===== src/smc_pkg.sv =====
package smc_pkg;

	localparam int MAG_BITS_DEF      = 32;
	localparam int LOG_FRAC_BITS_DEF = 12;

	localparam int IN_W       = 32;
	localparam int CFG_DATA_W = 32;
	localparam int CFG_IDX_W  = 2;
	localparam int DB_W       = 16;
	localparam int RANGE_W    = 16;
	localparam int T_FRAC     = 16;
	localparam int T_W        = T_FRAC + 1;
	localparam int DIV_STEPS  = 2;
	localparam int COLOR_W    = 8;

	localparam logic signed [DB_W-1:0] FLOOR_MAX   = -16'sd256;
	localparam logic signed [DB_W-1:0] FLOOR_RESET = -16'sd20480;

	// 20*log10(2) in Q16.
	localparam logic [19:0] DB_PER_OCT = 20'd394566;

	typedef enum logic [CFG_IDX_W-1:0] {
		CFG_PEAK  = 2'd0,
		CFG_FLOOR = 2'd1
	} cfg_reg_t;

	typedef struct packed {
		logic valid;
		logic token;
		logic zero;
	} smc_tag_t;

endpackage


===== src/smc_level.sv =====
module smc_level #(
	parameter int MAG_BITS  = 32,
	parameter int FRAC_BITS = 12,
	localparam int LG_W     = $clog2(MAG_BITS) + FRAC_BITS
) (
	input  logic                                clk,
	input  logic                                arst_n,
	input  smc_pkg::smc_tag_t                   tag_i,
	input  logic [LG_W-1:0]                     lg_i,
	input  logic [LG_W-1:0]                     lg_peak,
	input  logic signed [smc_pkg::DB_W-1:0]     floor_eff,
	output logic                                valid_o,
	output logic [smc_pkg::RANGE_W-1:0]         u_o
);
	import smc_pkg::*;

	localparam int D_W  = LG_W + 1;
	localparam int PR_W = D_W + 21;
	localparam int SH   = FRAC_BITS + 8;

	// Stage 1: log2 difference times dB per octave.
	logic signed [D_W-1:0]  d;
	logic signed [PR_W-1:0] prod;
	logic                   valid_s1;
	logic                   zero_s1;
	logic signed [PR_W-1:0] prod_s1;

	always_comb begin
		d    = $signed({1'b0, lg_i}) - $signed({1'b0, lg_peak});
		prod = d * $signed({1'b0, DB_PER_OCT});
	end

	always_ff @(posedge clk or negedge arst_n) begin
		if (!arst_n) begin
			valid_s1 <= 1'b0;
		end else begin
			valid_s1 <= tag_i.valid && !tag_i.token;
		end
	end

	always_ff @(posedge clk) begin
		prod_s1 <= prod;
		zero_s1 <= tag_i.zero;
	end

	// Stage 2: floor to Q8.8, clamp to [floor, 0] and offset by the range.
	logic signed [PR_W-1:0]  dbv;
	logic signed [PR_W-1:0]  fl_x;
	logic signed [PR_W-1:0]  dbc;
	logic signed [PR_W-1:0]  u_full;
	logic                    valid_s2;
	logic [RANGE_W-1:0]      u_s2;

	always_comb begin
		dbv  = prod_s1 >>> SH;
		fl_x = {{(PR_W-DB_W){floor_eff[DB_W-1]}}, floor_eff};
		if (zero_s1 || dbv < fl_x) begin
			dbc = fl_x;
		end else if (dbv > 0) begin
			dbc = '0;
		end else begin
			dbc = dbv;
		end
		u_full = dbc - fl_x;
	end

	always_ff @(posedge clk or negedge arst_n) begin
		if (!arst_n) begin
			valid_s2 <= 1'b0;
		end else begin
			valid_s2 <= valid_s1;
		end
	end

	always_ff @(posedge clk) begin
		u_s2 <= u_full[RANGE_W-1:0];
	end

	assign valid_o = valid_s2;
	assign u_o     = u_s2;

endmodule


===== config.mk =====
export PLATFORM = sky130hd
export DESIGN_NAME = smc_level
export DESIGN_NICKNAME = d
export VERILOG_FILES = /design/src/smc_pkg.sv /design/src/smc_level.sv
export SDC_FILE = /design/constraint.sdc
export NUM_CORES = 1
export LEC_CHECK = 0
export ABC_AREA = 1
export CORE_MARGIN = 2
export CORE_UTILIZATION = 65
export CTS_CLUSTER_DIAMETER = 40
export DETAILED_ROUTE_END_ITERATION = 10
export DONT_BUFFER_PORTS = 1
export GPL_ROUTABILITY_DRIVEN = 0
export PLACE_DENSITY = 0.81
export RECOVER_POWER = 100
export SYNTH_ARGS = -nofsm -noshare
export SYNTH_HDL_FRONTEND = slang
export SYNTH_SLANG_ARGS = --single-unit

===== constraint.sdc =====
create_clock -name clk -period 9.2 [get_ports clk]
set_input_delay 0.92 -clock clk [delete_from_list [all_inputs] [get_ports clk]]
set_output_delay 0.92 -clock clk [all_outputs]
set_load 0.01 [all_outputs]

==> results.py <==
metrics = {
    "detailed_routing": {
        "vias": 7118,
        "drtIter0Drc": 365,
        "wl_um": 19310,
        "drtPass1Iterations": 7,
        "drtAntennaViolNets": 0,
        "via_per_inst": 5.484,
        "drc": 0,
        "wire_per_inst_um": 14.88,
    },
    "floorplanning": {
        "die_area_mm2": 0.01378,
        "rows": 41,
        "initial_core_util_pct": 66.49,
        "die_height_um": 117.4,
        "io_pins": 72,
        "die-width_um": 117.4,
        "core_mm2": 0.01257,
    },
    "clock_tree": {
        "cts_tree": "built",
        "clock-sinks": 37,
        "clockBufferDepth": 2,
        "cts_resized": 0,
        "postCtsSetupBuffers": 0,
        "hold_buffers": 0,
        "path_clk_slew_ns": 0.06,
        "cts-root-buf": "clkbuf_16",
        "cts_buffers": 5,
        "htreeDepth": 2,
        "clk_latency_ns": 0.28,
    },
    "placement": {
        "port_buffers": 0,
        "dp_hpwl_um": 17440,
        "dp.cells": 1290,
    },
    "synthesis": {
        "yosysSeqAreaShare_pct": 8.983,
        "yosysWarnings": 0,
        "synth.most_common_cell": "inv_1",
        "syn_area_per_cell_um2": 7.448,
        "ys_top_cells_by_area": "ha_1 (31%), fa_1 (16%), inv_1 (12%)",
        "synth_top_area_cell": "ha_1",
        "syn_area_mm2": 0.008357,
        "mappedNetlistNets": 1452,
        "synth_top_area_share_pct": 31.14,
        "synthArstFlopShare_pct": 5.405,
        "synth_edf_count": 0,
        "synth_commonest_cells": "inv_1 (260), ha_1 (208), nand2_1 (208)",
        "syn_inst": 1122,
        "yosysUniqueCellTypes": 34,
        "dominantRegCellSynth": "dfxtp_1",
        "synth_seq_cells": 37,
    },
    "outcome": {
        "status": "complete, no violations",
    },
    "sta": {
        "fin_crit_ns": 7.118,
        "hold_slack_ns": 0.3277,
        "fmax_ghz": 0.1405,
        "finalSetupTns_ns": 0,
        "min_period_over_period_pct": 77.37,
        "finalClockSkew_ns": 0.003413,
        "final_max_slew_viol_count": 0,
        "relSlewSlack_pct": 32.72,
        "finalHoldViolCount": 0,
        "worstMarginPinSlew_ns": 1.002,
        "setup_viol": 0,
        "rsz0062_at_grt": "no",
    },
    "worst_setup_path": {
        "critPathLaunch": "lg_i[0]",
        "cp_max_fo": 5,
        "crit_type": "in2reg",
        "slowest_stage": "fa_1",
        "path_delay_family": "adder cells",
        "cp_slowest_stage_delay_ns": 0.54,
        "path_buf_inv": 6,
        "end_kind": "flip-flop",
        "regToRegStartpoint": "prod_s1[37]",
        "arrival_ns": 7.29,
        "critPathLaunchType": "input port",
        "worst_ep_required_time_ns": 9.38,
    },
    "finish": {
        "drive_gt1_share_pct": 1.332,
        "fin_cells": 1298,
        "area_growth_pct": 3.653,
        "diodes": 0,
        "nets": 1455,
    },
    "grt": {
        "grt-ovfl-total": 0,
        "grt_max_degree": 30,
        "grt_first_pass_wirelength_um": 32540,
        "antenna_found_initial": 0,
        "grt_usage_pct": 28.91,
        "first_global_vias": 7395,
    },
    "flow_run": {
        "maxCapViolCount": 0,
    },
    "min_path": {
        "hp-class": "in2async",
    },
}
worst register-to-register path, stage by stage (launching register included):
cell and delay, ns:
dfxtp_1 0.34, ha_1 0.35, nand2_1 0.10, nor3_1 0.36
nand4_1 0.23, nand3_1 0.15, nand2_1 0.05, nand2_1 0.11
nand2_1 0.52, nand2_1 0.20, o21ai_0 0.13, ha_1 0.41
nand3_1 0.09, nand2_1 0.13, a21oi_1 0.11, o21ai_0 0.38
nand3_1 0.19, nand3_1 0.14, inv_1 0.05, nand2_1 0.06
nand2_1 0.04
state kept, by name, summed over array words and instances (netlist names):
| signal | count |
|---|---|
| prod_s1 | 18 |
| u_o | 16 |
| valid_s1 | 1 |
| zero_s1 | 1 |
| valid_o | 1 |
cell usage in the layout, fill, tap and decap left out, types with 3 or more instances in the layout:
cell type  synthesis  routed
a211oi_1           4       4
a21boi_0           3       3
a21o_1             8       8
a21oi_1           75      75
a31oi_1            6       6
and3_1             4       4
clkbuf_16          0       5
dfxtp_1           35      35
fa_1              67      67
ha_1             208     208
inv_1            260     260
nand2_1          208     210
nand3_1           39      39
nand4_1            9       9
nor2_1            64      64
nor3_1            14      15
nor4_1             3       3
o21a_1             5       5
o21ai_0           40      42
o21ai_1            9       8
o21ai_2            4       3
o21bai_1           3       3
or2_2              4       4
xnor2_1           10      10
xor2_1            26      26
path summary, 6_finish.rpt:
path                                    end  slack, ns  depth (start not counted)
worst min register to register      valid_o       0.35                          0
max in group asynchronous           valid_o       8.81                          0
worst max-delay path            prod_s1[33]       2.08                         31
min in group clk                    valid_o       0.35                          0
worst min-delay path               valid_s1       0.33                          0
worst max register to register      u_o[15]       4.96                         20
stage by stage:
step | setup slack [ns] | util, % | area (µm²)
2_1_floorplan | 2.363 | - | 8357
3_3_place_gp | 2.097 | 67.92 | 8537
3_5_place_dp | 1.940 | 67.92 | 8537
4_1_cts | 2.223 | 69.03 | 8676
5_1_grt | 1.638 | 68.92 | 8662
6_report | 2.082 | 68.92 | 8662
kinds of logic (layout without fill, tap and decap cells):
| family | Yosys count | after routing | synth area share [%] |
|---|---|---|---|
| AOI/OAI and AO/OA | 159 | 159 | 10.54 |
| adders and majority gates | 275 | 275 | 47.19 |
| and+or+nand+nor | 351 | 351 | 17.41 |
| DFF | 37 | 37 | 8.983 |
| buffers and inverters | 264 | 268 | 12.10 |
| xor gates and xnor gates | 36 | 36 | 3.773 |
routing by layer:
metal | track usage [%] | wire (µm)
met1 | 31.77 | 7645
met2 | 53.65 | 9526
met3 | 3.842 | 1068
met4 | 15.66 | 1072
met5 | 0 | 0
area by class of cell:
type / count / area [µm²]
multi-input cells: 821 / 6581
fillers: 1059 / 3906
inverters: 260 / 975.9
flip-flops and latches: 37 / 750.7
well taps: 172 / 215.2
clock buffers: 6 / 128.9
clock inverters: 2 / 10.01
Power is left out: the tool's default activity adds up to more than one toggle a clock period on the data nets, which glitch-free logic cannot reach.
