--- src/smc_pkg.sv ---
package smc_pkg;

	localparam int MAG_BITS_DEF      = 32;
	localparam int LOG_FRAC_BITS_DEF = 12;

	localparam int IN_W       = 32;
	localparam int CFG_DATA_W = 32;
	localparam int CFG_IDX_W  = 2;
	localparam int DB_W       = 16;
	localparam int RANGE_W    = 16;
	localparam int T_FRAC     = 16;
	localparam int T_W        = T_FRAC + 1;
	localparam int DIV_STEPS  = 2;
	localparam int COLOR_W    = 8;

	localparam logic signed [DB_W-1:0] FLOOR_MAX   = -16'sd256;
	localparam logic signed [DB_W-1:0] FLOOR_RESET = -16'sd20480;

	// 20*log10(2) in Q16.
	localparam logic [19:0] DB_PER_OCT = 20'd394566;

	typedef enum logic [CFG_IDX_W-1:0] {
		CFG_PEAK  = 2'd0,
		CFG_FLOOR = 2'd1
	} cfg_reg_t;

	typedef struct packed {
		logic valid;
		logic token;
		logic zero;
	} smc_tag_t;

endpackage

--- src/smc_div_pipe.sv ---
module smc_div_pipe (
	input  logic                         clk,
	input  logic                         arst_n,
	input  logic                         valid_i,
	input  logic [smc_pkg::RANGE_W-1:0]  u_i,
	input  logic [smc_pkg::RANGE_W-1:0]  range_i,
	output logic                         valid_o,
	output logic [smc_pkg::T_W-1:0]      t_o
);
	import smc_pkg::*;

	localparam int NST = T_FRAC / DIV_STEPS;

	logic               valid_sd [NST+1];
	logic [RANGE_W-1:0] r_sd     [NST+1];
	logic [T_W-1:0]     q_sd     [NST+1];

	// The dividend never exceeds the divisor, so the integer bit is just
	// an equality test and the remainder starts below the divisor.
	always_ff @(posedge clk or negedge arst_n) begin
		if (!arst_n) begin
			valid_sd[0] <= 1'b0;
		end else begin
			valid_sd[0] <= valid_i;
		end
	end

	always_ff @(posedge clk) begin
		if (u_i == range_i) begin
			r_sd[0] <= '0;
			q_sd[0] <= T_W'(1);
		end else begin
			r_sd[0] <= u_i;
			q_sd[0] <= '0;
		end
	end

	for (genvar j = 0; j < NST; j++) begin : g_div
		logic [RANGE_W-1:0] r_nx;
		logic [T_W-1:0]     q_nx;
		logic [RANGE_W:0]   r2;

		always_comb begin
			r_nx = r_sd[j];
			q_nx = q_sd[j];
			r2   = '0;
			for (int s = 0; s < DIV_STEPS; s++) begin
				r2 = {r_nx, 1'b0};
				if (r2 >= {1'b0, range_i}) begin
					r2   = r2 - {1'b0, range_i};
					q_nx = {q_nx[T_W-2:0], 1'b1};
				end else begin
					q_nx = {q_nx[T_W-2:0], 1'b0};
				end
				r_nx = r2[RANGE_W-1:0];
			end
		end

		always_ff @(posedge clk or negedge arst_n) begin
			if (!arst_n) begin
				valid_sd[j+1] <= 1'b0;
			end else begin
				valid_sd[j+1] <= valid_sd[j];
			end
		end

		always_ff @(posedge clk) begin
			r_sd[j+1] <= r_nx;
			q_sd[j+1] <= q_nx;
		end
	end

	assign valid_o = valid_sd[NST];
	assign t_o     = q_sd[NST];

endmodule

--- config.mk ---
export PLATFORM = sky130hd
export DESIGN_NAME = smc_div_pipe
export DESIGN_NICKNAME = d
export VERILOG_FILES = /design/src/smc_pkg.sv /design/src/smc_div_pipe.sv
export SDC_FILE = /design/constraint.sdc
export NUM_CORES = 1
export LEC_CHECK = 0
export BUFFER_PORTS_ARGS = -buffer_cell sky130_fd_sc_hd__buf_2
export CORE_MARGIN = 2
export CORE_UTILIZATION = 30
export CTS_CLUSTER_DIAMETER = 40
export DETAILED_ROUTE_END_ITERATION = 8
export SYNTH_ARGS = -nofsm -noshare
export SYNTH_HDL_FRONTEND = slang
export SYNTH_SLANG_ARGS = --single-unit
--- constraint.sdc ---
create_clock -name clk -period 7.9 [get_ports clk]
set_input_delay 1.185 -clock clk [delete_from_list [all_inputs] [get_ports clk]]
set_output_delay 1.185 -clock clk [all_outputs]
set_load 0.1 [all_outputs]
==> reports/results.txt <==
most common cell type on the critical path = sky130_fd_sc_hd__o31ai_1
number of nets in the layout = 2505
drt first pass iters = 5
vias per std cell = 5.383
Die Area = 0.06296 mm²
clock latency reported for the late side of the worst-skew pair = 0.58 ns
terminus of the critical flop-to-flop path = r_sd[0][57]$_DFF_P_
Crit path required time = 8.34 ns
adder-cell area share of the yosys netlist = 17.84%
via count = 16.33k
Critical Path Start = range_i[1]
logic depth of the worst path, buffers included = 19
dominant delay contributor by cell family on the critical path = compound AO/OA/AOI/OAI gates
routed wirelength normalized by instance count = 17.46 µm
maximum fanout encountered on the critical timing path = 17
Chip Height = 250.9 µm
Worst Path Class, Setup = input port to register
total track usage = 16.49%
Async S/R FF share, synth = 4.128%
worst slew margin relative to its limit = 31.96%
CP max-delay cell = sky130_fd_sc_hd__a211o_1
number of antenna violations at the first check in global routing = 1
RePlAce Congestion = 0.9068
Primary FF master, synth = sky130_fd_sc_hd__dfxtp_1
number of clock buffers inserted by TritonCTS = 47
most used cells in the layout excluding fill and tap cells = 248 x sky130_fd_sc_hd__ha_1, 209 x sky130_fd_sc_hd__dfxtp_1, 166 x sky130_fd_sc_hd__a21oi_1
count of antenna diodes in the layout = 0
outcome = finished, final reports clean
share of the clock period used by the worst path after layout = 84.58%
register-to-register path setup slack = 2.08 ns
Simple-Gate Fraction of Synth Area = 15.33%
Post-Route WL = 52960 µm
average footprint of a synthesized cell = 8.681 µm²
Register-to-Register Path Depth = 17
floorplan core area = 0.06036 mm²
combinational family with the most area after synthesis = compound AO/OA/AOI/OAI gates
share of layout cells above drive strength 1 = 15.19%
Inst Count DP = 2947
final design area excluding fillers = 0.02135 mm²
number of standard-cell rows in the floorplan = 90
Num Clock Sinks = 218
input/output buffers = 52
DRC violation count after routing = 0
CP endpoint kind = register
CTS root buf = sky130_fd_sc_hd__clkbuf_16
Post-CTS Repair Setup Buffers = 0
fraction of the mapped netlist area in compound gates = 22.73%
CTS tree = built
classification of the worst-slack hold path = register to register
maximum number of pins on one net before global-route repair = 24
number of H-tree levels = 2
number of buffers and inverters on the critical path = 2
Clk pin slew, worst setup/hold paths = 0.05 ns
area post-placement = 0.01969 mm²
longest individual stage delay on the worst path = 0.61 ns
cell area after synthesis = 0.01829 mm²
total overflow reported by the global router = 0
dpl hpwl = 41330 µm
post-synth net total = 2398
Least-Margin Pin Slew = 1.020 ns
Yosys warning count = 0
number of flops mapped to enable cells by yosys = 0
post-synthesis sequential element count = 218
distinct cell type count after synthesis = 82
clk_skew = 0.02820 ns
setup repair after global routing missed its margin = false
count of hold-fix buffers inserted at cts = 0
worst flop-to-flop path startpoint = r_sd[0][32]$_SDFF_PN0_
global-route wire length before repair = 84070 µm
iteration-0 DRC count of the detailed router = 1010
Post-Layout Cell Count = 3033
final sum of negative setup slack = 0 ns
post-synthesis sequential area ratio = 24.11%
die extent in x = 250.9 µm
Worst Setup Slack, final = 1.218 ns
number of hold violations in the final report = 0
number of violations of the max-capacitance limit = 0
post-place setup slack = 0.7487 ns
post-synthesis mux area share = 8.667%
final max-slew violation count = 0
Initial Util = 30.30%
vias in the first global route = 15.94k
IO Count = 53
minimum clock period after layout = 6.682 ns
Achievable Freq = 0.1497 GHz
antenna viol nets, final = 0
Worst Path Arrival = 7.13 ns
final setup violation count = 0
Area Growth Syn to Fin = 16.75%
Critical path destination = r_sd[0][57]$_DFF_P_
Syn Inst Count = 2107
xor-xnor portion of the synthesized cell area = 8.907%
Bufs on Longest Clock Path = 3
CTS resizes = 0
CP Launch Type = input port
cells along the critical path = buf_2 -> inv_1 -> ha_1 -> nor2b_1 -> o2111ai_1 -> and3_1 -> o31ai_1 -> o21bai_1 -> nand2_1 -> mux2_2 -> ha_1 -> o21ai_0 -> a21oi_1 -> nor3_1 -> o31ai_1 -> a2111oi_0 -> o31ai_1 -> a211o_1 -> mux2_2
commonest non-fill, non-tap cell in the layout = sky130_fd_sc_hd__ha_1
==> through the flow <==
stage | hold WS, ns | util (%)
6_report | 0.3160 | 35.38
5_1_grt | 0.3223 | 35.38
4_1_cts | 0.3160 | 35.38
3_5_place_dp | 0.3121 | 32.62
3_3_place_gp | 0.3108 | 32.62
2_1_floorplan | 0.3096 | -
==> synthesized netlist by cell type (all sizes together), types with 8 or more instances <==
library cell  number  share of area, %
a211o             11              0.53
or2               13              0.44
nand3             35              0.96
and3              20              0.68
dfrtp              9               1.2
nor3              37               1.0
nor4              13              0.44
o31a              10              0.48
o21bai            29               1.2
buf               17              0.53
a31oi             14              0.48
a211oi            23               1.1
fa                 8              0.88
nor2             155               3.2
o21ai            137               3.8
nand4             30               1.0
nand2            129               2.6
inv               70               1.4
or3               19              0.65
a2111oi            9              0.43
dfxtp            209                23
ha               248                17
nor2b             39               1.3
o31ai             21              0.94
mux2             139               8.6
a21oi            167               4.6
a21o              78               3.2
xnor2            118               5.7
xor2              68               3.3
a21boi             9              0.39
and2              31               1.1
o21a              45               1.8
nor3b              8              0.33
clkbuf            22              0.45
nand2b            29              0.99
o41ai             10              0.58
==> final cells by class <==
type,count,area (µm²)
repair buffers,97,598.1
inverters,70,262.8
clock buffers,61,1309
clock inverters,25,357.8
multi-input cells,1780,13440
fillers,6111,39000
well taps,782,978.4
flip-flops and latches,218,4409
==> flip-flops by register name (all words and copies together), names as in the netlist <==
signal,flops
q_sd,81
r_sd,128
valid_o,1
valid_sd,8
==> worst min-delay path by stage <==
| stage | from | slack [ns] | end | depth (start not counted) |
|---|---|---|---|---|
| after CTS | q_sd[0][52]$_DFF_P_ | 0.32 | q_sd[0][71]$_DFF_P_ | 0 |
| after global placement | q_sd[0][0]$_DFF_P_ | 0.31 | q_sd[0][19]$_DFF_P_ | 0 |
| after global routing | q_sd[0][52]$_DFF_P_ | 0.32 | q_sd[0][71]$_DFF_P_ | 0 |
| final | q_sd[0][131]$_DFF_P_ | 0.32 | q_sd[0][150]$_DFF_P_ | 0 |
| after floorplan | q_sd[0][85]$_DFF_P_ | 0.31 | q_sd[0][104]$_DFF_P_ | 0 |
| after detailed placement | q_sd[0][112]$_DFF_P_ | 0.31 | q_sd[0][131]$_DFF_P_ | 0 |
==> metal layers <==
layer	up-vias	track usage [%]	share of wire, %	wire length (µm)
li1	8022	-	-	-
met1	7790	20.96	45	23830
met2	404	27.88	46	24480
met3	108	2.433	4.8	2526
met4	2	6.820	4.0	2115
met5	-	0	0.021	11
==> logic make-up after synthesis <==
logic type / after synthesis
buffers and inverters: 109
and+or+nand+nor: 569
DFF: 218
adders and majority gates: 256
muxes: 141
AOI/OAI and AO/OA: 628
xor gates and xnor gates: 186
==> worst reg2reg max path, delay by kind of cell, from the launching register on <==
family | cells | cell delay [ns]
compound gates | 9 | 3.00
simple gates | 4 | 0.85
mux | 2 | 0.82
fa+ha+maj | 2 | 0.67
flops | 1 | 0.35
Power is left out: the tool's default activity adds up to more than one toggle a clock period on the data nets, which glitch-free logic cannot reach.
