==> src/smc_pkg.sv <==
package smc_pkg;

	localparam int MAG_BITS_DEF      = 32;
	localparam int LOG_FRAC_BITS_DEF = 12;

	localparam int IN_W       = 32;
	localparam int CFG_DATA_W = 32;
	localparam int CFG_IDX_W  = 2;
	localparam int DB_W       = 16;
	localparam int RANGE_W    = 16;
	localparam int T_FRAC     = 16;
	localparam int T_W        = T_FRAC + 1;
	localparam int DIV_STEPS  = 2;
	localparam int COLOR_W    = 8;

	localparam logic signed [DB_W-1:0] FLOOR_MAX   = -16'sd256;
	localparam logic signed [DB_W-1:0] FLOOR_RESET = -16'sd20480;

	// 20*log10(2) in Q16.
	localparam logic [19:0] DB_PER_OCT = 20'd394566;

	typedef enum logic [CFG_IDX_W-1:0] {
		CFG_PEAK  = 2'd0,
		CFG_FLOOR = 2'd1
	} cfg_reg_t;

	typedef struct packed {
		logic valid;
		logic token;
		logic zero;
	} smc_tag_t;

endpackage

==> src/smc_colormap.sv <==
module smc_colormap (
	input  logic                         clk,
	input  logic                         arst_n,
	input  logic                         valid_i,
	input  logic [smc_pkg::T_W-1:0]      t_i,
	output logic                         valid_o,
	output logic [smc_pkg::COLOR_W-1:0]  blue,
	output logic [smc_pkg::COLOR_W-1:0]  green,
	output logic [smc_pkg::COLOR_W-1:0]  red
);
	import smc_pkg::*;

	localparam int Q_SH = T_FRAC - 2;
	localparam int F_W  = T_FRAC - 1;
	localparam logic [T_W-1:0] QUARTER = T_W'(1) << Q_SH;

	localparam logic [COLOR_W-1:0] STOP_R [5] = '{8'd0, 8'd80, 8'd210, 8'd250, 8'd255};
	localparam logic [COLOR_W-1:0] STOP_G [5] = '{8'd0, 8'd10, 8'd60, 8'd150, 8'd255};
	localparam logic [COLOR_W-1:0] STOP_B [5] = '{8'd0, 8'd100, 8'd70, 8'd30, 8'd180};

	function automatic logic [COLOR_W-1:0] interp(input logic [COLOR_W-1:0] lo,
			input logic [COLOR_W-1:0] hi, input logic [F_W-1:0] f);
		logic signed [23:0] base;
		logic signed [23:0] dlt;
		logic signed [23:0] num;
		base = $signed({2'b00, lo, 14'd0});
		dlt  = $signed({16'd0, hi}) - $signed({16'd0, lo});
		num  = base + dlt * $signed({9'd0, f});
		if (num < 0) begin
			return '0;
		end
		return num[21:14];
	endfunction

	// Stage 1: segment and offset inside it.
	logic [1:0]     seg_nx;
	logic [T_W-1:0] f_full;
	logic           valid_s1;
	logic [1:0]     seg_s1;
	logic [F_W-1:0] f_s1;

	always_comb begin
		if (t_i <= QUARTER) begin
			seg_nx = 2'd0;
		end else if (t_i <= 2 * QUARTER) begin
			seg_nx = 2'd1;
		end else if (t_i <= 3 * QUARTER) begin
			seg_nx = 2'd2;
		end else begin
			seg_nx = 2'd3;
		end
		f_full = t_i - (T_W'(seg_nx) << Q_SH);
	end

	always_ff @(posedge clk or negedge arst_n) begin
		if (!arst_n) begin
			valid_s1 <= 1'b0;
		end else begin
			valid_s1 <= valid_i;
		end
	end

	always_ff @(posedge clk) begin
		seg_s1 <= seg_nx;
		f_s1   <= f_full[F_W-1:0];
	end

	// Stage 2: interpolate each channel between its two stops.
	logic [2:0] lo_idx;
	logic [2:0] hi_idx;
	logic       valid_s2;

	always_comb begin
		lo_idx = {1'b0, seg_s1};
		hi_idx = lo_idx + 3'd1;
	end

	always_ff @(posedge clk or negedge arst_n) begin
		if (!arst_n) begin
			valid_s2 <= 1'b0;
		end else begin
			valid_s2 <= valid_s1;
		end
	end

	always_ff @(posedge clk) begin
		red   <= interp(STOP_R[lo_idx], STOP_R[hi_idx], f_s1);
		green <= interp(STOP_G[lo_idx], STOP_G[hi_idx], f_s1);
		blue  <= interp(STOP_B[lo_idx], STOP_B[hi_idx], f_s1);
	end

	assign valid_o = valid_s2;

endmodule

==> config.mk <==
export PLATFORM = sky130hd
export DESIGN_NAME = smc_colormap
export DESIGN_NICKNAME = d
export VERILOG_FILES = /design/src/smc_pkg.sv /design/src/smc_colormap.sv
export SDC_FILE = /design/constraint.sdc
export NUM_CORES = 1
export LEC_CHECK = 0
export BUFFER_PORTS_ARGS = -buffer_cell sky130_fd_sc_hd__buf_2
export CAP_MARGIN = 40
export CORE_MARGIN = 8
export CORE_UTILIZATION = 40
export CTS_CLUSTER_SIZE = 24
export DETAILED_ROUTE_END_ITERATION = 16
export PLACE_DENSITY = 0.57
export RECOVER_POWER = 100
export SETUP_SLACK_MARGIN = 0.2
export SLEW_MARGIN = 10
export SYNTH_ARGS = -nofsm -noshare
export SYNTH_HDL_FRONTEND = slang
export SYNTH_SLANG_ARGS = --single-unit
==> constraint.sdc <==
create_clock -name clk -period 12.3 [get_ports clk]
set_clock_uncertainty 0.15 [all_clocks]
set_input_delay 2.46 -clock clk [delete_from_list [all_inputs] [get_ports clk]]
set_output_delay 2.46 -clock clk [all_outputs]
set_load 0.02 [all_outputs]
==> flow_summary_export.csv <==
group,metric,value,unit
global_routing,grt_overflow_total,0,
clocking,insertion_delay,0.31,ns
floorplan,die_height,198,µm
critical_path,timing.rr.start,"seg_s1[1]",
timing,setup_viol,0,
global_routing,grtUsageTotal,16.4,%
timing,clock.fmax,114,MHz
critical_path,startpoint,"seg_s1[1]",
timing,final-hold-violation-count,0,
critical_path,worstSetupPathType,"reg -> reg",
clocking,root_buffer,"clkbuf_16",
timing,maxSlewHeadroom,-20.3,%
logic_synthesis,synthCells,1439,
logic_synthesis,synth_nets,1906,
route,drt-pass1-iter-count,4,
worst_hold_path,whs_path_depth,0,
final_layout,drive_above_1_share,3.37,%
critical_path,critical_path_arrival,8.78,ns
power,power_frac_seq,8.3,%
clocking,cts.sinks,43,
logic_synthesis,ys_seq_area_share,6.60,%
route,wl,29.4,mm
clocking,cts_buffer_depth,2,
logic_synthesis,ys_ff_latch,43,
worst_hold_path,hold_path_class,"reg -> reg",
status,status,"complete, but fails checks",
power,irDropWorstVdd,250,µV
power,p_sw,1.40,mW
critical_path,reg2reg_to,"blue[5]",
clocking,cts_setup_buffers,0,
floorplan,die_w,198,µm
logic_synthesis,synth_area_leaders,"fa_1 (42%), ha_1 (16%), inv_1 (11%)",
route,first_iter_violations,336,
route,vias_per_cell,4.78,
final_layout,fillers,3296,
logic_synthesis,async_flop_share,4.65,%
clocking,cts_hold_buf,0,
route,vias,9054,
clocking,cts_tree,"built",
route,ant_nets,0,
floorplan,dieArea,39000,µm²
power,pwr_density_cell,194,nW/µm²
critical_path,endpoint,"blue[5]",
logic_synthesis,synth_edf_count,0,
clocking,cts.clk_slew.worst_paths,0.07,ns
placed_design,io_buffers,44,
final_layout,fin_util,42.9,%
final_layout,antenna_cells,0,
placed_design,gp_congestion,0.833,
floorplan,num_rows,66,
logic_synthesis,synth_top_area_share,42.0,%
final_layout,areaGrowthSynthToFinish,5.85,%
floorplan,core-area,32500,µm²
logic_synthesis,synth_most_common_cell,"inv_1",
global_routing,grt_pass1_wl,50.9,mm
run,drv_cap,1,
logic_synthesis,yosysTopAreaCell,"fa_1",
critical_path,crit_path_end_kind,"flip-flop",
placed_design,hpwl,24.7,mm
floorplan,ios,45,
power,power_frac_comb,85.5,%
timing,rsz0062_at_grt,"no",
final_layout,final_area,14000,µm²
power,netSwitchingFraction,51.8,%
final_layout,nets,1920,
critical_path,r2r.worst_path.cells,22,
global_routing,grt_max_degree,37,
power,power,2.70,mW
global_routing,antenna_found_initial,0,
clocking,h-tree-depth,2,
route,wire_per_inst,15.5,µm
timing,tightest_slew,1.80,ns
power,intPower,1.30,mW
timing,slew_viol_final,37,
clocking,post_cts_resized,0,
clocking,cts_buffers,5,
placed_design,postPlaceCellArea,13900,µm²
logic_synthesis,avgSynthCellArea,9.17,µm²
global_routing,grt_pass1_vias,9946,
power,p_clk_share,6.1,%
critical_path,cp.required,12.29,ns
status,violations,"capacitance limit, slew limit",
power,leakage,7.54,nW
timing,layout_worst_path_cycle_share,71.5,%
logic_synthesis,synth_area,13200,µm²
critical_path,start_kind,"flip-flop",
logic_synthesis,ys.flop_type,"dfxtp_1",
logic_synthesis,yosys_warnings,0,
timing,setup_tns,0,ns
critical_path,reg2reg_slack,3.51,ns
logic_synthesis,netlist-cell-type-count,61,
floorplan,start_util,40.5,%
timing,whs,0.199,ns
critical_path,cp_max_fo,36,
logic_synthesis,yosys-top-cells-count,"inv_1 (380), fa_1 (277), ha_1 (170)",
timing,min_period,8.79,ns
route,drc,0,
==> kinds of logic (layout without fill, tap and decap cells) <==
logic type | Yosys count | after routing | share of synthesized area (%)
AND/OR/NAND/NOR | 392 | 392 | 15.7
flip-flops | 43 | 43 | 6.60
AO/OA/AOI/OAI | 93 | 93 | 5.17
buffers and inverters | 436 | 451 | 12.5
adder cells (fa/ha/maj) | 447 | 447 | 58.2
XOR/XNOR | 28 | 28 | 1.92
==> layout make-up <==
cell class / count / area, µm² / area share [%]
repair buffers: 63 / 329 / 2.36
well taps: 442 / 553 / 3.96
multi-input cells: 960 / 10600 / 76.0
clock inverters: 3 / 43.8 / 0.314
clock buffers: 5 / 125 / 0.896
inverters: 380 / 1430 / 10.2
flip-flops and latches: 43 / 871 / 6.24
==> worst min-delay path by stage <==
stage | start | end | slack [ns]
floorplan | valid_s1 | valid_o | 0.18
global placement | valid_s1 | valid_o | 0.19
detailed placement | valid_s1 | valid_o | 0.19
CTS | valid_s1 | valid_o | 0.20
global route | valid_s1 | valid_o | 0.22
finish | valid_s1 | valid_o | 0.20
==> registers in the layout, indices dropped and copies added, names as in the netlist <==
name      cells
f_s1         15
blue          8
valid_o       1
red           8
valid_s1      1
seg_s1        2
green         8
==> power by group through the flow <==
stage | logic, mW | clock network, mW | registers [mW]
final | 2.31 | 0.166 | 0.226
after global routing | 2.73 | 0.175 | 0.231
after CTS | 2.40 | 0.172 | 0.225
after detailed placement | 2.37 | 0 | 0.227
after global placement | 2.34 | 0 | 0.229
after floorplan | 1.78 | 0 | 0.271
==> metrics by stage <==
step                cells  worst slack, ns
floorplan            1439             6.02
global placement     1884             5.10
detailed placement   1888             4.90
CTS                  1896             4.87
global route         1896             2.63
finish               1896             3.51
==> cell usage in the layout, fill, tap and decap left out, drive strengths merged, types with 2 or more instances in the layout <==
cell / count
a31oi: 2
ha: 170
a211oi: 6
o211ai: 5
and2: 108
clkbuf: 42
o2111a: 2
xor2: 11
or3b: 2
and3: 9
fa: 277
a21o: 11
nand4b: 3
a211o: 2
dfrtp: 2
nor2b: 40
or3: 6
nand4: 5
nand3: 5
clkinv: 2
or2: 9
o31ai: 2
o21ai: 20
nor3: 7
a21oi: 20
buf: 26
dfxtp: 41
nand2b: 26
o21a: 8
nor4: 5
inv: 380
o21bai: 2
a21boi: 4
nand2: 111
o31a: 2
xnor2: 17
nor2: 52
==> worst max-delay path, stage by stage (launching register included) <==
cell       delay (ns)
dfxtp_1          0.51
inv_1            0.32
ha_1             0.37
clkbuf_1         1.29
xor2_1           0.65
and2_0           0.35
ha_1             0.28
inv_1            0.05
fa_1             0.49
inv_1            0.06
fa_1             0.54
inv_1            0.05
fa_1             0.47
fa_1             0.50
inv_1            0.04
ha_1             0.28
nand4b_1         0.10
o211ai_1         0.25
a21oi_1          0.18
a21oi_1          0.59
o21ai_0          0.23
a211oi_1         0.69
a2111oi_0        0.17
==> layer usage <==
layer | global-route usage, % | wire length [µm]
met5 | 0 | 0
met1 | 21.3 | 13200
met4 | 3.90 | 551
met3 | 2.52 | 1160
met2 | 28.3 | 14500
No activity file was read; power rests on OpenSTA's default activity.
